<file path="src/sv/drrm_pkg.sv">
// Shared types, constants and field helpers for the dual-role key remapper.
`default_nettype none

package drrm_pkg;

  localparam int NSLOTS    = 8;
  localparam int SLOT_W    = 3;
  localparam int CODE_W    = 10;
  localparam int ENTRY_W   = 30;
  localparam int VALUE_W   = 2;
  localparam int CFG_IDX_W = 4;

  // Input event values
  localparam logic [VALUE_W-1:0] KEY_RELEASE = 2'd0;
  localparam logic [VALUE_W-1:0] KEY_PRESS   = 2'd1;

  typedef logic [ENTRY_W-1:0] entry_t;
  typedef logic [CODE_W-1:0]  code_t;
  typedef logic [SLOT_W-1:0]  slot_t;

  // Work handed from the front to the back
  typedef enum logic [1:0] {
    CMD_HOLD,
    CMD_DUAL_REL,
    CMD_PLAIN_PRESS,
    CMD_PLAIN_REL
  } cmd_op_t;

  typedef struct packed {
    cmd_op_t op;
    slot_t   slot;
    code_t   code;
  } cmd_t;

  typedef enum logic [2:0] {
    B_IDLE,
    B_FLUSH,
    B_TAP_PRESS,
    B_FINAL
  } back_state_t;

  function automatic code_t ent_key(input entry_t e);
    return e[9:0];
  endfunction

  function automatic code_t ent_pri(input entry_t e);
    return e[19:10];
  endfunction

  function automatic code_t ent_sec(input entry_t e);
    return e[29:20];
  endfunction

endpackage

`default_nettype wire

</file>
<file path="src/sv/drrm_front.sv">
// Front end: table lookup and classification of incoming key items.
`default_nettype none

module drrm_front import drrm_pkg::*; #(
  parameter int ENTRIES = 8
) (
  input  wire logic   rst,
  input  wire entry_t entries [NSLOTS],
  input  wire logic   in_valid,
  output logic        in_ready,
  input  wire code_t  key_code,
  input  wire logic [VALUE_W-1:0] key_value,
  output logic        push,
  output cmd_t        push_cmd,
  input  wire logic   fifo_ready
);

  logic  hit;
  logic  dual;
  slot_t hit_slot;
  code_t hit_pri;
  logic  is_press;
  logic  is_event;

  // First matching entry wins
  always_comb begin
    hit      = 1'b0;
    dual     = 1'b0;
    hit_slot = '0;
    hit_pri  = '0;
    for (int i = 0; i < NSLOTS; i++) begin
      if (i < ENTRIES && !hit && ent_key(entries[i]) == key_code) begin
        hit      = 1'b1;
        hit_slot = SLOT_W'(i);
        hit_pri  = ent_pri(entries[i]);
        dual     = (ent_sec(entries[i]) != '0);
      end
    end
  end

  // Classify the item; autorepeat and unknown values are dropped
  always_comb begin
    is_press      = (key_value == KEY_PRESS);
    is_event      = is_press || (key_value == KEY_RELEASE);
    push_cmd.slot = hit_slot;
    push_cmd.code = hit ? hit_pri : key_code;
    if (dual) begin
      push_cmd.op = is_press ? CMD_HOLD : CMD_DUAL_REL;
    end else begin
      push_cmd.op = is_press ? CMD_PLAIN_PRESS : CMD_PLAIN_REL;
    end
    in_ready = fifo_ready && !rst;
    push     = in_valid && in_ready && is_event;
  end

endmodule

`default_nettype wire

</file>
<file path="src/sv/drrm_cmd_fifo.sv">
// Two-deep command queue between front and back.
`default_nettype none

module drrm_cmd_fifo import drrm_pkg::*; (
  input  wire logic clk,
  input  wire logic rst,
  input  wire logic push,
  input  wire cmd_t push_cmd,
  output logic      fifo_ready,
  output logic      cmd_valid,
  output cmd_t      cmd,
  input  wire logic pop
);

  cmd_t       mem [2];
  logic       wr_ptr;
  logic       rd_ptr;
  logic [1:0] count;

  assign fifo_ready = (count != 2'd2);
  assign cmd_valid  = (count != 2'd0);
  assign cmd        = mem[rd_ptr];

  // Store pushed commands
  always_ff @(posedge clk) begin
    if (push) begin
      mem[wr_ptr] <= push_cmd;
    end
  end

  // Advance pointers and occupancy
  always_ff @(posedge clk) begin
    if (rst) begin
      wr_ptr <= 1'b0;
      rd_ptr <= 1'b0;
      count  <= 2'd0;
    end else begin
      if (push) begin
        wr_ptr <= ~wr_ptr;
      end
      if (pop) begin
        rd_ptr <= ~rd_ptr;
      end
      unique case ({push, pop})
        2'b10:   count <= count + 2'd1;
        2'b01:   count <= count - 2'd1;
        default: count <= count;
      endcase
    end
  end

endmodule

`default_nettype wire

</file>
<file path="src/sv/drrm_back.sv">
// Back end: key state, secondary flush sequencing and output register.
`default_nettype none

module drrm_back import drrm_pkg::*; #(
  parameter int ENTRIES = 8
) (
  input  wire logic   clk,
  input  wire logic   rst,
  input  wire entry_t entries [NSLOTS],
  input  wire logic   cmd_valid,
  input  wire cmd_t   cmd,
  output logic        pop,
  output logic        out_valid,
  input  wire logic   out_ready,
  output code_t       out_code,
  output logic        out_value,
  output logic        last_of_run
);

  back_state_t       state;
  back_state_t       state_next;
  code_t             cur_code;
  logic              cur_value;
  logic              cur_tap;
  logic [NSLOTS-1:0] held;
  logic [NSLOTS-1:0] sent;

  logic              can_emit;
  logic              emit;
  code_t             emit_code;
  logic              emit_value;
  logic              emit_last;
  logic              flush_any;
  slot_t             flush_slot;
  code_t             flush_code;

  // Find the lowest held dual-role key whose secondary press is unsent
  always_comb begin
    flush_any  = 1'b0;
    flush_slot = '0;
    flush_code = '0;
    for (int i = 0; i < NSLOTS; i++) begin
      if (i < ENTRIES && !flush_any && held[i] && !sent[i] &&
          ent_sec(entries[i]) != '0) begin
        flush_any  = 1'b1;
        flush_slot = SLOT_W'(i);
        flush_code = ent_sec(entries[i]);
      end
    end
  end

  // Sequencer next state and emit decisions
  always_comb begin
    can_emit   = !out_valid || out_ready;
    state_next = state;
    pop        = 1'b0;
    emit       = 1'b0;
    emit_code  = cur_code;
    emit_value = cur_value;
    emit_last  = 1'b0;
    unique case (state)
      B_IDLE: begin
        if (cmd_valid) begin
          pop = 1'b1;
          unique case (cmd.op)
            CMD_HOLD:        state_next = B_IDLE;
            CMD_DUAL_REL:    state_next = sent[cmd.slot] ? B_FINAL : B_FLUSH;
            CMD_PLAIN_PRESS: state_next = B_FLUSH;
            CMD_PLAIN_REL:   state_next = B_FINAL;
            default:         state_next = B_IDLE;
          endcase
        end
      end
      B_FLUSH: begin
        if (flush_any) begin
          if (can_emit) begin
            emit       = 1'b1;
            emit_code  = flush_code;
            emit_value = 1'b1;
          end
        end else begin
          state_next = cur_tap ? B_TAP_PRESS : B_FINAL;
        end
      end
      B_TAP_PRESS: begin
        if (can_emit) begin
          emit       = 1'b1;
          emit_value = 1'b1;
          state_next = B_FINAL;
        end
      end
      B_FINAL: begin
        if (can_emit) begin
          emit       = 1'b1;
          emit_last  = 1'b1;
          state_next = B_IDLE;
        end
      end
      default: state_next = B_IDLE;
    endcase
  end

  // State register
  always_ff @(posedge clk) begin
    if (rst) begin
      state <= B_IDLE;
    end else begin
      state <= state_next;
    end
  end

  // Latch the command being carried out
  always_ff @(posedge clk) begin
    if (pop) begin
      cur_code  <= (cmd.op == CMD_DUAL_REL && sent[cmd.slot]) ?
                   ent_sec(entries[cmd.slot]) : cmd.code;
      cur_value <= (cmd.op == CMD_PLAIN_PRESS);
      cur_tap   <= (cmd.op == CMD_DUAL_REL);
    end
  end

  // Track held keys and sent secondary presses
  always_ff @(posedge clk) begin
    if (rst) begin
      held <= '0;
      sent <= '0;
    end else begin
      if (pop && cmd.op == CMD_HOLD) begin
        held[cmd.slot] <= 1'b1;
      end
      if (pop && cmd.op == CMD_DUAL_REL) begin
        held[cmd.slot] <= 1'b0;
        sent[cmd.slot] <= 1'b0;
      end
      if (state == B_FLUSH && emit) begin
        sent[flush_slot] <= 1'b1;
      end
    end
  end

  // Output register: load on emit, drop when taken
  always_ff @(posedge clk) begin
    if (rst) begin
      out_valid <= 1'b0;
    end else if (emit) begin
      out_valid <= 1'b1;
    end else if (out_ready) begin
      out_valid <= 1'b0;
    end
  end

  always_ff @(posedge clk) begin
    if (emit) begin
      out_code    <= emit_code;
      out_value   <= emit_value;
      last_of_run <= emit_last;
    end
  end

endmodule

`default_nettype wire

</file>
<file path="src/sv/dual_role_key_remapper.sv">
// Each accepted item runs through the front-end lookup, the two-deep command queue and the
// back-end sequencer, which sets the pace and shows results from its output register. A
// flush pass runs on a plain press or a dual-role tap; an item yields up to nine results,
// dropped items none. The back end pops the next command only once the last one is done,
// and the queue lets the front accept items meanwhile. Reset (synchronous, active high)
// clears the table, queue, key state, sequencer state and output valid flag.
`default_nettype none

module dual_role_key_remapper import drrm_pkg::*; #(
  parameter int ENTRIES = 8
) (
  input  wire logic                 clk,
  input  wire logic                 rst,
  input  wire logic                 in_valid,
  output logic                      in_ready,
  input  wire logic [CODE_W-1:0]    key_code,
  input  wire logic [VALUE_W-1:0]   key_value,
  output logic                      out_valid,
  input  wire logic                 out_ready,
  output logic [CODE_W-1:0]         out_code,
  output logic                      out_value,
  output logic                      last_of_run,
  input  wire logic                 cfg_valid,
  output logic                      cfg_ready,
  input  wire logic [CFG_IDX_W-1:0] cfg_index,
  input  wire logic [ENTRY_W-1:0]   cfg_data
);

  entry_t entries [NSLOTS];
  logic   push;
  cmd_t   push_cmd;
  logic   fifo_ready;
  logic   cmd_valid;
  cmd_t   cmd;
  logic   pop;

  assign cfg_ready = 1'b1;

  // Table registers; out-of-range indexes are ignored
  always_ff @(posedge clk) begin
    if (rst) begin
      for (int i = 0; i < NSLOTS; i++) begin
        entries[i] <= '0;
      end
    end else if (cfg_valid && cfg_index < CFG_IDX_W'(NSLOTS)) begin
      entries[cfg_index[SLOT_W-1:0]] <= cfg_data;
    end
  end

  drrm_front #(.ENTRIES(ENTRIES)) u_front (
    .rst        (rst),
    .entries    (entries),
    .in_valid   (in_valid),
    .in_ready   (in_ready),
    .key_code   (key_code),
    .key_value  (key_value),
    .push       (push),
    .push_cmd   (push_cmd),
    .fifo_ready (fifo_ready)
  );

  drrm_cmd_fifo u_fifo (
    .clk        (clk),
    .rst        (rst),
    .push       (push),
    .push_cmd   (push_cmd),
    .fifo_ready (fifo_ready),
    .cmd_valid  (cmd_valid),
    .cmd        (cmd),
    .pop        (pop)
  );

  drrm_back #(.ENTRIES(ENTRIES)) u_back (
    .clk         (clk),
    .rst         (rst),
    .entries     (entries),
    .cmd_valid   (cmd_valid),
    .cmd         (cmd),
    .pop         (pop),
    .out_valid   (out_valid),
    .out_ready   (out_ready),
    .out_code    (out_code),
    .out_value   (out_value),
    .last_of_run (last_of_run)
  );

endmodule

`default_nettype wire

</file>
<file path="config.mk">
export PLATFORM = sky130hd
export DESIGN_NAME = dual_role_key_remapper
export DESIGN_NICKNAME = d
export VERILOG_FILES = /design/src/sv/drrm_pkg.sv /design/src/sv/drrm_front.sv /design/src/sv/drrm_cmd_fifo.sv /design/src/sv/drrm_back.sv /design/src/sv/dual_role_key_remapper.sv
export SDC_FILE = /design/constraint.sdc
export NUM_CORES = 1
export LEC_CHECK = 0
export ABC_AREA = 1
export BUFFER_PORTS_ARGS = -buffer_cell sky130_fd_sc_hd__buf_4
export CAP_MARGIN = 30
export CORE_MARGIN = 3
export CORE_UTILIZATION = 56
export DETAILED_ROUTE_END_ITERATION = 6
export MAX_ROUTING_LAYER = met4
export PLACE_DENSITY_LB_ADDON = 0.25
export SLEW_MARGIN = 30
export SYNTH_ARGS = -nofsm -noshare
export SYNTH_HDL_FRONTEND = slang
export SYNTH_HIERARCHICAL = 1
export SYNTH_SLANG_ARGS = --single-unit
</file>
<file path="constraint.sdc">
create_clock -name clk -period 2.2 [get_ports clk]
set_clock_uncertainty 0.05 [all_clocks]
set_input_delay 0.22 -clock clk [delete_from_list [all_inputs] [get_ports clk]]
set_output_delay 0.22 -clock clk [all_outputs]
set_load 0.03 [all_outputs]
</file>
* Word-level counts from Yosys, hierarchy flattened *
Memories as Yosys holds them, arrays and structs flattened. A register that Yosys moved wholly into a read port is not among the register bits.
Cells that the tools add are included.

word-level totals
  word-level logic and storage cells = 249
  input port bits = 51
  output and inout bits = 15
  memories kept = 1
  register bits after elaboration = 288
  memory bits (writable) = 30

cells by class
  magnitude comparators = 8
  equal/unequal tests = 22
  bitwise gates (word level) = 9
  add/subtract/negate cells = 2
  reductions and logical operators = 83
  multiplexer cells = 103

memories
  name        words  width  read ports  clocked after memory_dff  wr ports  line                 text
  u_fifo.mem  2      15     1           1                         1         drrm_cmd_fifo.sv:15  cmd_t mem [2];

operator list
  kind                                                               count
  bitwise mux 240 bit                                                1
  2-to-1 mux 10 bit                                                  21
  binary-select mux 30 bit (select 3 bit)                            1
  demux 30 bit (select 3 bit)                                        1
  2-to-1 mux 30 bit                                                  3
  equality test 10 bit                                               8
  nonzero test 10 bit                                                8
  2-to-1 mux 3 bit                                                   16
  2-to-1 mux 8 bit                                                   6
  2-to-1 mux 1 bit                                                   44
  logical AND 1 bit                                                  41
  logical NOT 1 bit                                                  24
  case mux 3 bit (4 select lines)                                    2
  bitwise AND 8 bit                                                  2
  bitwise OR 8 bit                                                   2
  greater-or-equal comparator 4 bit, second input constant           2
  < comparator 3 x 4 -> 1 bit, second input constant                 2
  inverter 3 -> 4 bit                                                2
  inverter 8 bit                                                     1
  demux 1 bit (select 3 bit)                                         2
  equality test 2 x 1 -> 1 bit, second input constant                3
  equality test 2 bit, second input constant                         3
  equality test 3 x 2 -> 1 bit, second input constant                2
  greater-or-equal comparator 3 x 1 -> 1 bit, second input constant  2
  other kinds (18)                                                   28

* Longest topological paths before layout *
  word-level depth = 45
  mapped depth = 18
  depth with buffers taken out = 16

* Cells and area by module *
The synthesis kept the hierarchy.

modules (own cells, without submodules)
  module                  sequential area each (um^2)  area each (um^2)  cells each  times used
  dual_role_key_remapper  4804.6                       9222.6            1343        1
  drrm_back               1101.1                       3557.2            526         1
  drrm_front              0.0                          2795.2            533         1
  drrm_cmd_fifo           1001.0                       1362.6            79          1

* Worst setup path before layout *
No wires, ideal clock.

  kind = reg2reg
  start = register u_fifo.count[0]
  end = memory u_fifo/mem[0][0] (netlist name), enable pin
  slack = -0.143 ns
  path buffers = 0
  arrival = 1.907 ns
  stages on the path, launching flop included = 9
  setup time = 0.386 ns
  period minus slack after synthesis = 2.343 ns
  cells stage by stage = dfxtp_1 > inv_1 > nand2_1 > inv_1 > nor2_1 > nand2_1 > nor2_1 > inv_1 > nor2_1

on the way
  word-level cells in the longest chain between the ends = 6

RTL lines
  what                                    line                          text
  from (decl)                             drrm_cmd_fifo.sv:18           logic [1:0] count;
  from (signal assigned)                  drrm_cmd_fifo.sv:45           2'b10: count <= count + 2'd1;
  from (signal assigned)                  drrm_cmd_fifo.sv:46           2'b01: count <= count - 2'd1;
  from (signal assigned)                  drrm_cmd_fifo.sv:47           default: count <= count;
  inequality test 2 bit                   drrm_cmd_fifo.sv:20           assign fifo_ready = (count != 2'd2);
  via fifo_ready                          dual_role_key_remapper.sv:32  logic fifo_ready;
  logical AND 1 bit                       drrm_front.sv:52              in_ready = fifo_ready && !rst;
  via in_ready                            dual_role_key_remapper.sv:15  output logic in_ready,
  logical AND 1 bit (2 in a row)          drrm_front.sv:53              push = in_valid && in_ready && is_event;
  via push                                dual_role_key_remapper.sv:30  logic push;
  2-to-1 mux 1 bit                        drrm_cmd_fifo.sv:26           if (push) begin
  2-to-1 mux 1 bit (not written as such)  drrm_cmd_fifo.sv:27           mem[wr_ptr] <= push_cmd;
  to (decl)                               drrm_cmd_fifo.sv:15

The timed path passes the listed nets, and every way through them passes these cells.

==> run metrics <==
wire length on met2=approximately 28 mm; DP Area=between 15000 and 20000 µm²; failing checks=setup timing; M1 wire length=approximately 22 mm; commonest cells after routing, fill and taps aside=nand2_1 (633), nor2_1 (594), buf_4 (286); yosys warns=6; CTS tree=done; unrepaired setup endpoints after global routing=true; Num CTS Buffers=35; area share of and/or/nand/nor cells after synthesis=0.399; syn nets=between 2000 and 3000; initial core utilization=0.570; sw power=~4500 µW; final instance area=21500 µm²; Syn Inst Count=around 2500; Tcrit/Tclk final=1.03; P_int=11000 µW; final hold vios=0; power share of the sequential group=0.417; Post-synth top flop=dfxtp_1; Max-cap violations=0; sequential area share after synthesis=0.408; crit path capture type=flop; commonest non-fill, non-tap cell in the layout=nand2_1; DR top layer=met4; P&R area growth vs syn=27.1%; Worst-path clk slew=~0.06 ns; IO buf count=64; largest family of logic cells by synthesized area=simple AND/OR/NAND/NOR gates; setup violators final=5; global-route usage over all layers=0.346; max_slew headroom=0.658; grt ovf=0; Slew Viols, Final=0; Final nets=about 2800; CTS Root Cell=clkbuf_16; DP HPWL=roughly 40 mm; worst hold slack=0.0411 ns; startpoint type of the worst setup path=flop; EDFF count, synth=between 50 and 60; maximum fanout along the worst path=5; Yosys cell types=slightly above 60; DR iter-0 viols=around 1700; DRT Pass-1 Iters=5; Comb power frac=0.195; Worst Slack Setup Final=-0.0709 ns; Worst Max-Slew Pin Slew=just over 0.5 ns; Avg WL per Cell=18.3 µm; Synth Area in XOR/XNOR=0.0279; DRT antenna net count=0; CP Class=reg2reg; Hold Crit Depth=5; worst slack, placed=-0.258 ns; Routed WL=about 58 mm; row cnt=63; Hold Crit Class=in2reg; Req. time, crit path=~2.4 ns; met3 routed WL=between 4 and 5 mm; initial antenna violation count=0; Vias=approximately 18000; vias in the first global route=roughly 17000; outcome=finished, violations left; Clock Latency Late Sink=roughly 0.54 ns; mux contribution to synthesized area=0.0148; Clock power frac=0.388; Synth Cell Area=roughly 17000 µm²; number of synthesized register bits=318; reg2reg path depth=8; CTS max path bufs=3; Tmin final=around 2.3 ns; Clock Sinks=318; Reg2Reg Setup Slack=-0.07 ns; first-pass GRT wire length=roughly 88 mm; DR vias/cell=5.58; Die W=180 µm; Die H=180 µm; adder-cell share of the synthesized area=0.00517; VDD IR max=between 600 and 700 µV; layout filler cell count=~2400; io pins=66; syn avg cell area=~6.8 µm²; total power=roughly 15000 µW; fmax=between 0.4 and 0.5 GHz; diode count=0; Synth Area in Compound Gates=0.0609; leak pwr=~0.0095 µW; total power divided by cell area=slightly above 700 nW/µm²; CORE AREA=approximately 30000 µm²; switching part of the total=0.291; DRC=0; die area=32400 µm²; H-tree Lvls=2; WP data arrival=~2.5 ns; layout cells sized above 1=0.230; placer congestion estimate=1.09; ys async rst share=0; largest net degree at the start of global routing=a little over 90
-- area by class of cell --
cell class	count	area (µm²)	share of cell area
Clock buffer	46	977	0.0454
Clock inverter	17	200	0.00930
Inverter	197	774	0.0360
Multi-Input combinational cell	1847	9290	0.432
Sequential cell	318	6930	0.322
Tap cell	390	488	0.0227
Timing Repair Buffer	338	2870	0.133
-- metrics by stage --
step            util  cells  TNS [ns]
3_5_place_dp   0.647   3047     -5.58
4_1_cts        0.693   3118   -0.0721
3_3_place_gp   0.647   3047     -4.52
6_report       0.724   3153    -0.201
2_1_floorplan      -   2481         0
5_1_grt        0.724   3153     -2.52
-- logic make-up (layout without fill, tap and decap cells) --
kind of cell / after synthesis / in the layout
and+or+nand+nor: 1598 / 1599
adders and majority gates: 7 / 7
buffers and inverters: 317 / 598
AOI/OAI and AO/OA: 167 / 167
muxes: 19 / 19
xor gates and xnor gates: 54 / 54
DFF: 318 / 318
other: 1 / 1
-- flip-flops by register name, indices dropped and copies added (netlist names), named ones only --
name	cells
u_fifo/wr_ptr	1
u_fifo/mem	30
u_back/sent	8
entries	240
u_back/cur_code	10
u_back/held	8
u_back/out_value	1
u_back/state	2
u_back/out_code	10
u_back/cur_value	1
u_fifo/rd_ptr	1
u_back/out_valid	1
u_fifo/count	2
u_back/cur_tap	1
u_back/last_of_run	1
-- power by group through the flow --
| stage | sequential (µW) | clock, µW | combinational, µW |
|---|---|---|---|
| 6_report | 6460 | 6000 | 3020 |
| 5_1_grt | 6480 | 6280 | 3250 |
| 4_1_cts | 6450 | 6040 | 2800 |
| 3_5_place_dp | 6570 | 0 | 2710 |
| 3_3_place_gp | 6560 | 0 | 2660 |
| 2_1_floorplan | 6630 | 0 | 1650 |
-- repair_timing --
| item | CTS | global route |
|---|---|---|
| setup endpoints to repair | 30 | 49 |
| hold buffers | 4 | 0 |
| gates resized for setup | 29 | 182 |
| gates cloned | 0 | 7 |
| hold endpoints to repair | 8 | 0 |
| buffers inserted | 4 | 30 |
| pin swaps | 6 | 78 |
-- layer usage --
layer  GRT usage  up-vias
li1            -     8366
met1       0.418     8132
met2       0.591      859
met3      0.0411      229
met4       0.143        0
met5           -        -
-- worst paths after layout --
path                                          startpoint                            to
worst max-delay path                                flop  u_back/cur_code[5]$_DFFE_PP_
worst min-delay path                            in_valid    u_fifo/wr_ptr$_SDFFE_PP0P_
worst max register to register                      flop  u_back/cur_code[5]$_DFFE_PP_
worst min register to register  entries[43]$_SDFFE_PP0P_      entries[43]$_SDFFE_PP0P_
-- worst max-delay path, stage by stage (launching register included) --
cell and delay, ns:
dfxtp_4 0.38, mux2_4 0.36, buf_6 0.15, nand3_4 0.09, buf_6 0.13, clkinvlp_4 0.17, a22oi_2 0.22, nand4_1 0.16
mux2_4 0.30
-- Yosys cell counts (4+ instances only) --
library cell	count	share of area
nand2_1	646	0.14
nor2_1	635	0.14
dfxtp_1	264	0.31
nand3_1	196	0.058
inv_1	170	0.038
edfxtp_1	54	0.096
o21ai_0	54	0.016
buf_2	53	0.016
a21oi_1	48	0.014
clkbuf_1	37	0.0082
xnor2_1	32	0.017
nand4_1	27	0.010
xor2_1	22	0.011
inv_2	17	0.0038
nor3_1	15	0.0044
nor4_1	15	0.0055
a221oi_1	14	0.0072
buf_4	14	0.0062
o22ai_1	14	0.0052
buf_6	12	0.0080
mux2_4	10	0.0089
nand3_2	9	0.0053
nor2_4	9	0.0060
or2_2	9	0.0033
clkinv_1	7	0.0016
ha_1	7	0.0052
nor2_2	7	0.0026
nand2_2	6	0.0022
nand3b_2	6	0.0040
a22oi_1	5	0.0022
mux2_2	5	0.0033
o211ai_1	5	0.0022
a41oi_1	4	0.0021
mux2_1	4	0.0027
nand3b_1	4	0.0018
o21ai_1	4	0.0012
Note: power is estimated with default switching activity, not from simulation.
